`src/design/rrsd_pkg.sv`:
```
// ----------------------------------------------------------------------------
// rrsd_pkg
// Shared widths, codes, types and helpers for the rounded rectangle signed
// distance pipeline.
// ----------------------------------------------------------------------------
package rrsd_pkg;

  localparam int COORD_WIDTH    = 16;
  localparam int FRAC_BITS      = 4;
  localparam int DIST_WIDTH     = 22;
  localparam int REGION_WIDTH   = 4;
  localparam int CFG_IDX_WIDTH  = 3;

  localparam int RAD_WIDTH      = COORD_WIDTH - 1;
  localparam int DIFF_WIDTH     = COORD_WIDTH + 1;
  localparam int PRE_WIDTH      = DIFF_WIDTH + 1;
  localparam int LIN_WIDTH      = PRE_WIDTH + FRAC_BITS;
  localparam int SQ_WIDTH       = 2 * DIFF_WIDTH;
  localparam int SUMSQ_WIDTH    = SQ_WIDTH + 1;
  localparam int RADICAND_WIDTH = SUMSQ_WIDTH + 2 * FRAC_BITS;
  localparam int ROOT_WIDTH     = (RADICAND_WIDTH + 1) / 2;
  localparam int RAD_PAD_WIDTH  = 2 * ROOT_WIDTH;
  localparam int REM_WIDTH      = ROOT_WIDTH + 2;

  // final adder is wide enough for root + offset and for the output itself
  localparam int FIN_BASE  = (ROOT_WIDTH + 1 > LIN_WIDTH) ? ROOT_WIDTH + 1 : LIN_WIDTH;
  localparam int FIN_WIDTH = ((FIN_BASE > DIST_WIDTH) ? FIN_BASE : DIST_WIDTH) + 1;

  localparam logic [DIST_WIDTH-1:0] DIST_MAX = {1'b0, {(DIST_WIDTH-1){1'b1}}};
  localparam logic [DIST_WIDTH-1:0] DIST_MIN = {1'b1, {(DIST_WIDTH-1){1'b0}}};

  localparam logic [REGION_WIDTH-1:0] REGION_BOTTOM = 4'd1;
  localparam logic [REGION_WIDTH-1:0] REGION_LEFT   = 4'd3;
  localparam logic [REGION_WIDTH-1:0] REGION_INNER  = 4'd4;
  localparam logic [REGION_WIDTH-1:0] REGION_RIGHT  = 4'd5;
  localparam logic [REGION_WIDTH-1:0] REGION_TOP    = 4'd7;
  localparam logic [REGION_WIDTH-1:0] REGION_LAST   = 4'd8;

  typedef enum logic [CFG_IDX_WIDTH-1:0] {
    CFG_LEFT_X,
    CFG_RIGHT_X,
    CFG_BOTTOM_Y,
    CFG_TOP_Y,
    CFG_RADIUS
  } cfg_idx_e;

  // position of a coordinate against its pair of poles
  typedef enum logic [1:0] {
    POS_BELOW,
    POS_BETWEEN,
    POS_ABOVE
  } pos_e;

  typedef struct packed {
    logic signed [COORD_WIDTH-1:0] left_x;
    logic signed [COORD_WIDTH-1:0] right_x;
    logic signed [COORD_WIDTH-1:0] bottom_y;
    logic signed [COORD_WIDTH-1:0] top_y;
    logic [RAD_WIDTH-1:0]          radius;
  } rrsd_cfg_t;

  // travels beside the radicand through the square root stages
  typedef struct packed {
    logic                        corner;
    logic [REGION_WIDTH-1:0]     region;
    logic signed [LIN_WIDTH-1:0] offset;
  } rrsd_side_t;

  function automatic logic signed [DIFF_WIDTH-1:0] sdiff(
    input logic signed [COORD_WIDTH-1:0] a,
    input logic signed [COORD_WIDTH-1:0] b
  );
    return {a[COORD_WIDTH-1], a} - {b[COORD_WIDTH-1], b};
  endfunction

  function automatic logic [REGION_WIDTH-1:0] region_code(
    input pos_e row,
    input pos_e col
  );
    logic [REGION_WIDTH-1:0] r;
    logic [REGION_WIDTH-1:0] c;
    r = REGION_WIDTH'(row);
    c = REGION_WIDTH'(col);
    return (r << 1) + r + c;
  endfunction

endpackage

```
`src/design/rounded_rect_signed_distance.sv`:
```
// ----------------------------------------------------------------------------
// rounded_rect_signed_distance
// Signed distance from a point to a rounded rectangle, with region report.
// ----------------------------------------------------------------------------
// Takes one point per clock, unless the output stalls, and returns its
// signed distance (sixteenths, truncated) to the rectangle between the
// configured poles inflated by the radius, together with its region
// (row*3 + col). The pipeline accepts a new request every cycle unless the
// output stalls; it is built of the front end, the square root that
// resolves one result bit per stage, and the output register. A stall on
// the output holds the whole pipeline in place, so nothing is lost or
// repeated. Poles and radius are plain registers read by the pipeline every
// cycle: write them only while no request is in flight. The configuration
// port is always ready and ignores indexes past the radius.
// ----------------------------------------------------------------------------
module rounded_rect_signed_distance import rrsd_pkg::*; (
  input  logic                          clk_i,
  input  logic                          rst_ni,
  input  logic                          in_valid_i,
  output logic                          in_stall_o,
  input  logic signed [COORD_WIDTH-1:0] point_x_i,
  input  logic signed [COORD_WIDTH-1:0] point_y_i,
  output logic                          out_valid_o,
  input  logic                          out_stall_i,
  output logic signed [DIST_WIDTH-1:0]  distance_o,
  output logic [REGION_WIDTH-1:0]       region_o,
  input  logic                          cfg_valid_i,
  output logic                          cfg_ready_o,
  input  logic [CFG_IDX_WIDTH-1:0]      cfg_index_i,
  input  logic [COORD_WIDTH-1:0]        cfg_data_i
);

  rrsd_cfg_t                cfg;
  logic                     adv;
  logic                     fr_valid;
  logic [RAD_PAD_WIDTH-1:0] fr_radicand;
  rrsd_side_t               fr_side;
  logic                     sq_valid;
  logic [ROOT_WIDTH-1:0]    sq_root;
  rrsd_side_t               sq_side;

  // whole pipeline moves unless the result register is full and stalled
  assign adv        = !out_valid_o || !out_stall_i;
  assign in_stall_o = !adv;

  rrsd_cfg_regs u_cfg (
    .clk_i       (clk_i),
    .rst_ni      (rst_ni),
    .cfg_valid_i (cfg_valid_i),
    .cfg_ready_o (cfg_ready_o),
    .cfg_index_i (cfg_index_i),
    .cfg_data_i  (cfg_data_i),
    .cfg_o       (cfg)
  );

  rrsd_front u_front (
    .clk_i      (clk_i),
    .rst_ni     (rst_ni),
    .en_i       (adv),
    .valid_i    (in_valid_i),
    .point_x_i  (point_x_i),
    .point_y_i  (point_y_i),
    .cfg_i      (cfg),
    .valid_o    (fr_valid),
    .radicand_o (fr_radicand),
    .side_o     (fr_side)
  );

  rrsd_sqrt u_sqrt (
    .clk_i      (clk_i),
    .rst_ni     (rst_ni),
    .en_i       (adv),
    .valid_i    (fr_valid),
    .radicand_i (fr_radicand),
    .side_i     (fr_side),
    .valid_o    (sq_valid),
    .root_o     (sq_root),
    .side_o     (sq_side)
  );

  // output stage: root plus offset (offset already holds -r for corners)
  logic signed [FIN_WIDTH-1:0]            fin_off;
  logic signed [FIN_WIDTH-1:0]            fin_root;
  logic signed [FIN_WIDTH-1:0]            fin_sum;
  logic [FIN_WIDTH-DIST_WIDTH:0]          fin_top;
  logic                                   out_valid_q;
  logic [DIST_WIDTH-1:0]                  dist_q, dist_d;
  logic [REGION_WIDTH-1:0]                region_q;

  assign fin_off  = FIN_WIDTH'(sq_side.offset);
  assign fin_root = $signed(FIN_WIDTH'(sq_root));
  assign fin_sum  = fin_off + (sq_side.corner ? fin_root : $signed(FIN_WIDTH'(0)));
  assign fin_top  = fin_sum[FIN_WIDTH-1:DIST_WIDTH-1];

  always_comb begin
    if ((&fin_top) || !(|fin_top)) begin
      dist_d = fin_sum[DIST_WIDTH-1:0];
    end else if (fin_sum[FIN_WIDTH-1]) begin
      dist_d = DIST_MIN;
    end else begin
      dist_d = DIST_MAX;
    end
  end

  always_ff @(posedge clk_i) begin
    if (adv) begin
      dist_q   <= dist_d;
      region_q <= sq_side.region;
    end
  end

  always_ff @(posedge clk_i or negedge rst_ni) begin
    if (!rst_ni) begin
      out_valid_q <= 1'b0;
    end else if (adv) begin
      out_valid_q <= sq_valid;
    end
  end

  assign out_valid_o = out_valid_q;
  assign distance_o  = dist_q;
  assign region_o    = region_q;

  a_region_range: assert property (@(posedge clk_i) disable iff (!rst_ni)
    out_valid_o |-> (region_o <= REGION_LAST))
    else $error("region code out of range");

  a_inner_zero: assert property (@(posedge clk_i) disable iff (!rst_ni)
    out_valid_o && (region_o == REGION_INNER) |-> (distance_o == '0))
    else $error("nonzero distance inside inner rectangle");

  // side distances are whole units, only corners carry a fraction
  a_side_whole: assert property (@(posedge clk_i) disable iff (!rst_ni)
    out_valid_o && (region_o == REGION_BOTTOM || region_o == REGION_LEFT ||
                    region_o == REGION_RIGHT || region_o == REGION_TOP)
    |-> ((distance_o & DIST_WIDTH'((1 << FRAC_BITS) - 1)) == '0))
    else $error("fractional bits set on a side distance");

endmodule

```
`src/design/rrsd_cfg_regs.sv`:
```
// ----------------------------------------------------------------------------
// rrsd_cfg_regs
// Configuration register file: pole coordinates and radius, written by index.
// ----------------------------------------------------------------------------
module rrsd_cfg_regs import rrsd_pkg::*; (
  input  logic                     clk_i,
  input  logic                     rst_ni,
  input  logic                     cfg_valid_i,
  output logic                     cfg_ready_o,
  input  logic [CFG_IDX_WIDTH-1:0] cfg_index_i,
  input  logic [COORD_WIDTH-1:0]   cfg_data_i,
  output rrsd_cfg_t                cfg_o
);

  rrsd_cfg_t cfg_q;
  rrsd_cfg_t cfg_d;

  assign cfg_ready_o = 1'b1;
  assign cfg_o       = cfg_q;

  always_comb begin
    cfg_d = cfg_q;
    if (cfg_valid_i) begin
      case (cfg_idx_e'(cfg_index_i))
        CFG_LEFT_X:   cfg_d.left_x   = cfg_data_i;
        CFG_RIGHT_X:  cfg_d.right_x  = cfg_data_i;
        CFG_BOTTOM_Y: cfg_d.bottom_y = cfg_data_i;
        CFG_TOP_Y:    cfg_d.top_y    = cfg_data_i;
        CFG_RADIUS:   cfg_d.radius   = cfg_data_i[RAD_WIDTH-1:0];
        default:      cfg_d = cfg_q;
      endcase
    end
  end

  always_ff @(posedge clk_i or negedge rst_ni) begin
    if (!rst_ni) begin
      cfg_q <= '0;
    end else begin
      cfg_q <= cfg_d;
    end
  end

endmodule

```
`src/design/rrsd_front.sv`:
```
// ----------------------------------------------------------------------------
// rrsd_front
// Three stages: classify against the poles, square the corner offsets and
// form the side distance, then sum and scale the radicand.
// ----------------------------------------------------------------------------
module rrsd_front import rrsd_pkg::*; (
  input  logic                          clk_i,
  input  logic                          rst_ni,
  input  logic                          en_i,
  input  logic                          valid_i,
  input  logic signed [COORD_WIDTH-1:0] point_x_i,
  input  logic signed [COORD_WIDTH-1:0] point_y_i,
  input  rrsd_cfg_t                     cfg_i,
  output logic                          valid_o,
  output logic [RAD_PAD_WIDTH-1:0]      radicand_o,
  output rrsd_side_t                    side_o
);

  logic signed [COORD_WIDTH-1:0] lx, rx, by, ty;

  assign lx = cfg_i.left_x;
  assign rx = cfg_i.right_x;
  assign by = cfg_i.bottom_y;
  assign ty = cfg_i.top_y;

  // stage 1: classification and axis differences
  logic                         s1_valid_q;
  pos_e                         s1_col_q, s1_col_d;
  pos_e                         s1_row_q, s1_row_d;
  logic signed [DIFF_WIDTH-1:0] s1_dl_q, s1_dr_q, s1_db_q, s1_dt_q;

  always_comb begin
    if (point_x_i < lx) begin
      s1_col_d = POS_BELOW;
    end else if (point_x_i < rx) begin
      s1_col_d = POS_BETWEEN;
    end else begin
      s1_col_d = POS_ABOVE;
    end
    if (point_y_i < by) begin
      s1_row_d = POS_BELOW;
    end else if (point_y_i < ty) begin
      s1_row_d = POS_BETWEEN;
    end else begin
      s1_row_d = POS_ABOVE;
    end
  end

  always_ff @(posedge clk_i) begin
    if (en_i) begin
      s1_col_q <= s1_col_d;
      s1_row_q <= s1_row_d;
      s1_dl_q  <= sdiff(lx, point_x_i);
      s1_dr_q  <= sdiff(point_x_i, rx);
      s1_db_q  <= sdiff(by, point_y_i);
      s1_dt_q  <= sdiff(point_y_i, ty);
    end
  end

  // stage 2: squares for corners, scaled side distance for the rest
  logic                         s2_valid_q;
  logic [SQ_WIDTH-1:0]          s2_sqx_q, s2_sqy_q;
  rrsd_side_t                   s2_side_q, s2_side_d;
  logic [DIFF_WIDTH-1:0]        s2_dx, s2_dy;
  logic signed [DIFF_WIDTH-1:0] s2_axis;
  logic                         s2_use_r;
  logic signed [PRE_WIDTH-1:0]  s2_pre;

  // in a corner the chosen difference is never negative, so it is a magnitude
  assign s2_dx = (s1_col_q == POS_BELOW) ? s1_dl_q : s1_dr_q;
  assign s2_dy = (s1_row_q == POS_BELOW) ? s1_db_q : s1_dt_q;

  always_comb begin
    s2_side_d.corner = (s1_col_q != POS_BETWEEN) && (s1_row_q != POS_BETWEEN);
    s2_side_d.region = region_code(s1_row_q, s1_col_q);
    s2_use_r = 1'b1;
    if (s2_side_d.corner) begin
      s2_axis = '0;
    end else if (s1_row_q == POS_BETWEEN && s1_col_q == POS_BELOW) begin
      s2_axis = s1_dl_q;
    end else if (s1_row_q == POS_BETWEEN && s1_col_q == POS_ABOVE) begin
      s2_axis = s1_dr_q;
    end else if (s1_row_q == POS_BELOW) begin
      s2_axis = s1_db_q;
    end else if (s1_row_q == POS_ABOVE) begin
      s2_axis = s1_dt_q;
    end else begin
      s2_axis  = '0;
      s2_use_r = 1'b0;
    end
    s2_pre = PRE_WIDTH'(s2_axis)
           - (s2_use_r ? $signed(PRE_WIDTH'(cfg_i.radius)) : $signed(PRE_WIDTH'(0)));
    s2_side_d.offset = LIN_WIDTH'(s2_pre) <<< FRAC_BITS;
  end

  always_ff @(posedge clk_i) begin
    if (en_i) begin
      s2_sqx_q  <= SQ_WIDTH'(s2_dx) * SQ_WIDTH'(s2_dx);
      s2_sqy_q  <= SQ_WIDTH'(s2_dy) * SQ_WIDTH'(s2_dy);
      s2_side_q <= s2_side_d;
    end
  end

  // stage 3: sum of squares scaled by 2^(2*FRAC_BITS)
  logic                     s3_valid_q;
  logic [RAD_PAD_WIDTH-1:0] s3_rad_q;
  rrsd_side_t               s3_side_q;
  logic [SUMSQ_WIDTH-1:0]   s3_sum;

  assign s3_sum = SUMSQ_WIDTH'(s2_sqx_q) + SUMSQ_WIDTH'(s2_sqy_q);

  always_ff @(posedge clk_i) begin
    if (en_i) begin
      s3_rad_q  <= RAD_PAD_WIDTH'(s3_sum) << (2 * FRAC_BITS);
      s3_side_q <= s2_side_q;
    end
  end

  always_ff @(posedge clk_i or negedge rst_ni) begin
    if (!rst_ni) begin
      s1_valid_q <= 1'b0;
      s2_valid_q <= 1'b0;
      s3_valid_q <= 1'b0;
    end else if (en_i) begin
      s1_valid_q <= valid_i;
      s2_valid_q <= s1_valid_q;
      s3_valid_q <= s2_valid_q;
    end
  end

  assign valid_o    = s3_valid_q;
  assign radicand_o = s3_rad_q;
  assign side_o     = s3_side_q;

endmodule

```
`src/design/rrsd_sqrt.sv`:
```
// ----------------------------------------------------------------------------
// rrsd_sqrt
// Pipelined restoring integer square root, one result bit per stage.
// ----------------------------------------------------------------------------
module rrsd_sqrt import rrsd_pkg::*; (
  input  logic                     clk_i,
  input  logic                     rst_ni,
  input  logic                     en_i,
  input  logic                     valid_i,
  input  logic [RAD_PAD_WIDTH-1:0] radicand_i,
  input  rrsd_side_t               side_i,
  output logic                     valid_o,
  output logic [ROOT_WIDTH-1:0]    root_o,
  output rrsd_side_t               side_o
);

  logic                     valid_q [ROOT_WIDTH];
  logic [REM_WIDTH-1:0]     rem_q   [ROOT_WIDTH];
  logic [ROOT_WIDTH-1:0]    root_q  [ROOT_WIDTH];
  logic [RAD_PAD_WIDTH-1:0] rad_q   [ROOT_WIDTH];
  rrsd_side_t               side_q  [ROOT_WIDTH];

  for (genvar k = 0; k < ROOT_WIDTH; k++) begin : g_stage
    logic                     valid_in;
    logic [REM_WIDTH-1:0]     rem_in;
    logic [ROOT_WIDTH-1:0]    root_in;
    logic [RAD_PAD_WIDTH-1:0] rad_in;
    rrsd_side_t               side_in;
    logic [REM_WIDTH-1:0]     rem_sh;
    logic [REM_WIDTH-1:0]     trial;
    logic                     take;

    if (k == 0) begin : g_head
      assign valid_in = valid_i;
      assign rem_in   = '0;
      assign root_in  = '0;
      assign rad_in   = radicand_i;
      assign side_in  = side_i;
    end else begin : g_body
      assign valid_in = valid_q[k-1];
      assign rem_in   = rem_q[k-1];
      assign root_in  = root_q[k-1];
      assign rad_in   = rad_q[k-1];
      assign side_in  = side_q[k-1];
    end

    // bring down the next two radicand bits, try root*4 + 1
    assign rem_sh = {rem_in[REM_WIDTH-3:0], rad_in[RAD_PAD_WIDTH-1 -: 2]};
    assign trial  = {root_in, 2'b01};
    assign take   = (rem_sh >= trial);

    always_ff @(posedge clk_i) begin
      if (en_i) begin
        rem_q[k]  <= take ? (rem_sh - trial) : rem_sh;
        root_q[k] <= {root_in[ROOT_WIDTH-2:0], take};
        rad_q[k]  <= {rad_in[RAD_PAD_WIDTH-3:0], 2'b00};
        side_q[k] <= side_in;
      end
    end

    always_ff @(posedge clk_i or negedge rst_ni) begin
      if (!rst_ni) begin
        valid_q[k] <= 1'b0;
      end else if (en_i) begin
        valid_q[k] <= valid_in;
      end
    end
  end

  assign valid_o = valid_q[ROOT_WIDTH-1];
  assign root_o  = root_q[ROOT_WIDTH-1];
  assign side_o  = side_q[ROOT_WIDTH-1];

  // a frozen pipeline must not drop or alter the item at its end
  a_hold_on_freeze: assert property (@(posedge clk_i) disable iff (!rst_ni)
    !en_i |=> $stable(valid_o) && $stable(root_o) && $stable(side_o))
    else $error("sqrt pipeline moved while frozen");

endmodule

```
`config.mk`:
```
export PLATFORM = sky130hd
export DESIGN_NAME = rounded_rect_signed_distance
export DESIGN_NICKNAME = d
export VERILOG_FILES = /design/src/design/rrsd_pkg.sv /design/src/design/rounded_rect_signed_distance.sv /design/src/design/rrsd_cfg_regs.sv /design/src/design/rrsd_front.sv /design/src/design/rrsd_sqrt.sv
export SDC_FILE = /design/constraint.sdc
export NUM_CORES = 2
export LEC_CHECK = 0
export ABC_AREA = 1
export BUFFER_PORTS_ARGS = -buffer_cell sky130_fd_sc_hd__buf_2
export CORE_UTILIZATION = 55
export DETAILED_ROUTE_END_ITERATION = 6
export PLACE_DENSITY = 0.74
export SYNTH_ARGS = -nofsm -noshare
export SYNTH_HDL_FRONTEND = slang
export SYNTH_HIERARCHICAL = 1
export SYNTH_SLANG_ARGS = --single-unit
```
`constraint.sdc`:
```
create_clock -name clk_i -period 53.6 [get_ports clk_i]
set_input_delay 8.04 -clock clk_i [delete_from_list [all_inputs] [get_ports clk_i]]
set_output_delay 8.04 -clock clk_i [all_outputs]
set_load 0.02 [all_outputs]
```
* Yosys cells after proc, flatten, opt, wreduce, memory -nomap -nowiden
Memory sizes are Yosys's and may differ from the RTL's. Cells that the tools add are included.
Storage, ports and cells: memories kept 4, bits in registers 352, output and inout port bits 29, memory bits (writable) 2530
Operators by class: add/subtract/negate cells 31, order comparisons 26, multipliers 2, equal/unequal tests 9, reductions and logical operators 19, mux-type cells 42
Memory list:
- u_sqrt.rad_q | depth 22, width 42, rd ports 21, clocked after Yosys merged registers in 0, write ports 22, line rrsd_sqrt.sv:20 | logic [RAD_PAD_WIDTH-1:0] rad_q [ROOT_WIDTH];
- u_sqrt.side_q | depth 22, width 27, rd ports 22, clocked after Yosys merged registers in 0, write ports 22, line rrsd_sqrt.sv:21 | rrsd_side_t side_q [ROOT_WIDTH];
- u_sqrt.rem_q | depth 22, width 24, rd ports 21, clocked after Yosys merged registers in 0, write ports 22, line rrsd_sqrt.sv:18 | logic [REM_WIDTH-1:0] rem_q [ROOT_WIDTH];
- u_sqrt.root_q | depth 22, width 22, rd ports 22, clocked after Yosys merged registers in 0, write ports 22, line rrsd_sqrt.sv:19 | logic [ROOT_WIDTH-1:0] root_q [ROOT_WIDTH];
Operators by type and width (number):
- $mux W24 | 22
- $ge A24 B24 Y1 | 21
- $sub A24 B24 Y24 | 21
- $mux W17 | 7
- $mul A17 B17 Y34 | 2
- $sub A16 B16 Y17 | 4
- $mux W22 | 3
- $lt A16 B16 Y1 | 4
- $add A34 B34 Y35 | 1
- $add A22 B23 Y24 | 1
- $sub A17 B16 Y18 | 1
- $mux W15 | 1
- $reduce_and A2 Y1 | 5
- $mux W1 | 7
- $eq A3 B2 Y1 const B | 2
- $add A3 B2 Y4 | 1
- $add A4 B2 Y4 | 1
- $eq A2 B2 Y1 const B | 2
- $logic_not A1 Y1 | 4
- $logic_not A2 Y1 | 2
- $mux W2 | 2
- $ne A2 B1 Y1 const B | 2
- $eq A3 B1 Y1 const B | 1
- $eq A3 B3 Y1 const B | 1
- 8 further kinds | 11

* Logic depth before layout (Yosys ltp)
depth in word-level cells 8, gate-level depth with buffers 30, gate-level depth less buffers 28

* By module
The synthesis kept the hierarchy.
Modules (own cells, without submodules):
- rrsd_sqrt | area each 80125.6 um^2, cells an instance 7422, times used 1
- rrsd_front | area each 31392.6 um^2, cells an instance 3818, times used 1
- rrsd_cfg_regs | area each 3156.8 um^2, cells an instance 354, times used 1
- rounded_rect_signed_distance | area each 2787.7 um^2, cells an instance 404, times used 1

* Worst setup path before layout
No wires, ideal clock.
kind input port to output port, start input out_stall_i, end output in_stall_o, arrival time 57165 ps, slack -11605 ps, data required time 45560 ps, stages on the path 2, path through nand2_1 inv_1
On the way: longest elaborated chain between the ends 3
Ends and longest elaborated chain:
- from (decl) | line rounded_rect_signed_distance.sv:24 | input logic out_stall_i,
- $logic_not A1 Y1 | line rounded_rect_signed_distance.sv:43 | assign adv = !out_valid_o || !out_stall_i;
- $logic_or A1 B1 Y1 | line rounded_rect_signed_distance.sv:43
- $logic_not A1 Y1 | line rounded_rect_signed_distance.sv:44 | assign in_stall_o = !adv;
- to (decl) | line rounded_rect_signed_distance.sv:20 | output logic in_stall_o,
No other way between the ends.

* Worst setup path after layout
start input out_stall_i, end output in_stall_o
On the way: longest elaborated chain between the ends 3
Ends and longest elaborated chain:
- $logic_not A1 Y1 | line rounded_rect_signed_distance.sv:43
- $logic_or A1 B1 Y1 | line rounded_rect_signed_distance.sv:43
- via adv | line rounded_rect_signed_distance.sv:34 | logic adv;
- $logic_not A1 Y1 | line rounded_rect_signed_distance.sv:44
The timed path passes the listed nets, and every way through them passes these cells.

==> flow_summary.yaml <==
global_route:
  grt_pass1_vias: 78000
  grt.busiest_layer: "met2"
  grt_util_met1_pct: 31.3
  grt_overflow: 0
  use_met2_pct: 43.1
  grt_usage_pct: 25.0
  grt_max_degree: 188
  antenna_found_initial: 0
  use_met3_pct: 2.94
  grt_first_pass_wirelength_um: 421000
sta:
  tns_ps: 0
  worst_slew_pin_slew_ps: 1140
  grt_setup_unrepaired: "no"
  relSlewSlack_pct: 23.9
  post-route-period-util_pct: 31.6
  holdWs_ps: 402
  hold_viol_final: 0
  finalSetupViolCount: 0
  fmax_mhz: 59.0
  slew_viol_final: 0
  clock_skew_ps: 30.4
  min_period_ps: 16950
floorplan:
  core_um2: 212000
  rows: 169
  die_h_um: 464
  initial_core_util_pct: 55.4
  die-width_um: 464
  dieArea_um2: 215000
  ios: 85
placement:
  place_congestion: 0.960
  dp_hpwl_um: 207000
  port_buffers: 83
clock_tree:
  post_cts_buffers: 0
  cts_resized: 0
  clock-sinks: 2093
  clockBufferDepth: 3
  cts_made_buffers: 207
  postCtsHoldBufs: 0
  clock_latency_ps: 850
  path_clk_slew_ps: 70
  htreeDepth: 4
  clockRootBuffer: "clkbuf_16"
  cts_tree: "done"
critical_path:
  critPathKind: "in2out"
  cp.required_ps: 45560
  cp-end-kind: "output pin"
  start_kind: "primary input"
  cp_max_fo: 95
  critPathArrivalTime_ps: 8910
synth:
  synth_most_common_cell: "nand2_1"
  synthCells: 12000
  synth_seq_cells: 2093
  ys_top_cells_by_area: "edfxtp_1 51%, nand2_1 11%, fa_1 6.7%, inv_1 6.7%, ha_1 6.6%"
  yosys.area.top_type: "edfxtp_1"
  synth_top_area_share_pct: 50.8
  ys_warn_count: 6
  syn_area_per_cell_um2: 9.79
  synth_edf_count: 1988
  yosys-top-cells-count: "3330 x nand2_1, 2108 x inv_1, 1988 x edfxtp_1, 944 x nor2_1, 622 x ha_1"
  yosysSeqAreaShare_pct: 53.1
  ys_types: 66
  synth_area_um2: 117000
  synth_flop_cell: "edfxtp_1"
  async_reset_ff_share_pct: 5.02
route:
  vias_per_cell: 5.19
  wl_per_cell_um: 17.6
  drcViolationCount: 23
  dr.pass1.iters: 7
  wirelength_um: 268000
  vias: 78900
  ant_nets: 0
  dr.first_iter.drc_count: 5608
cells_and_area:
  area_growth_pct: 8.84
  num-nets-final: 13300
  drive_gt1_share_pct: 6.11
min_path:
  hold_class: "reg2reg"
run_status:
  violations: "design-rule violations"
  outcome: "finished, violations left"
flow_run:
  cap_viol_max_count: 0
[final timing paths]
path | startpoint | end | slack (ps) | depth (start not counted)
setup / recovery | out_stall_i | in_stall_o | 36650 | 4
hold / removal | u_sqrt/rad_q[1][30] | u_sqrt/rad_q[1][72] | 400 | 0
setup reg to reg | u_front/s1_row_q[0] | u_front/s2_sqy_q[25] | 45490 | 22
hold reg to reg | u_sqrt/rad_q[1][30] | u_sqrt/rad_q[1][72] | 400 | 0
max in group asynchronous | rst_ni | u_cfg/cfg_o[2] | 45180 | 2
min in group asynchronous | rst_ni | u_front/s1_valid_q | 7080 | 1
[stage by stage]
stage / cells / util (%) / instance area [µm²] / setup WS, ps
2_1_floorplan: 12000 / - / 118000 / 9890
3_3_place_gp: 14800 / 57.0 / 121000 / 36600
3_5_place_dp: 14800 / 57.0 / 121000 / 36610
4_1_cts: 15200 / 60.3 / 128000 / 36590
5_1_grt: 15200 / 60.3 / 128000 / 36550
6_report: 15200 / 60.3 / 128000 / 36650
[sequential cells by signal (all words and copies together) (netlist names), 4 cells and up]
register	cells
u_sqrt/g_stage.valid_in	21
u_front/s2_sqy_q	33
u_front/s1_dt_q	17
u_sqrt/side_q	594
u_sqrt/rem_q	434
u_front/s2_side_q	23
distance_o	22
region_o	4
u_cfg/cfg_o	79
u_sqrt/root_q	253
u_front/s1_dr_q	17
u_sqrt/rad_q	462
u_front/s1_db_q	17
u_front/s1_dl_q	17
u_front/radicand_o	35
u_front/s2_sqx_q	33
u_front/side_o	23
[worst max-delay path, stage by stage]
cell and delay, ps:
buf_2 130, nand2_8 440, inv_1 110, buf_2 190
[metal layers]
metal,vias to the layer above,part of all wire [%]
met4,0,5.0
li1,39200,-
met2,1899,49
met5,-,0
met1,37400,42
met3,480,4.3
[final cells by class]
type                    instances  area (µm²)
fillers                     17800       84200
multi-input cells            7616       46000
clock buffers                 238        5370
well taps                    2821        3530
repair buffers                128         781
clock inverters               147        1670
flip-flops and latches       2093       62300
diodes                          4        10.0
inverters                    2162        8140
[cell usage in the layout (no fill, tap or decap), types with 29 or more instances in the layout]
master     count
buf_2         82
or2_2         29
nand3b_1      63
a21oi_1      472
nor2_2        61
xnor2_1       86
nor3_1       101
xor2_1       230
inv_2         47
nand2_2       44
nand3_1      561
nand2_1     3329
inv_1       2108
fa_1         396
edfxtp_1    1988
clkinv_1      37
o21ai_2       47
buf_4         44
dfrtp_1      105
clkinv_2      39
nand4_1      130
o21ai_1       56
o21ai_0      235
ha_1         622
clkbuf_16    210
nor2_1       944
o21bai_1      33
[cell families (layout without fill, tap and decap cells)]
group           after synthesis  count (layout)  share of synthesized area, %
other cells                   3              19                       0.00959
buf+inv                    2301            2675                          7.82
xor+xnor                    316             316                          2.36
mux                           3               3                        0.0288
fa+ha+maj                  1018            1018                          13.4
flops                      2093            2093                          53.1
compound gates              926             926                          4.44
simple gates               5338            5338                          18.9
Power is left out: the tool's default activity adds up to more than one toggle a clock period on the data nets, which glitch-free logic cannot reach.
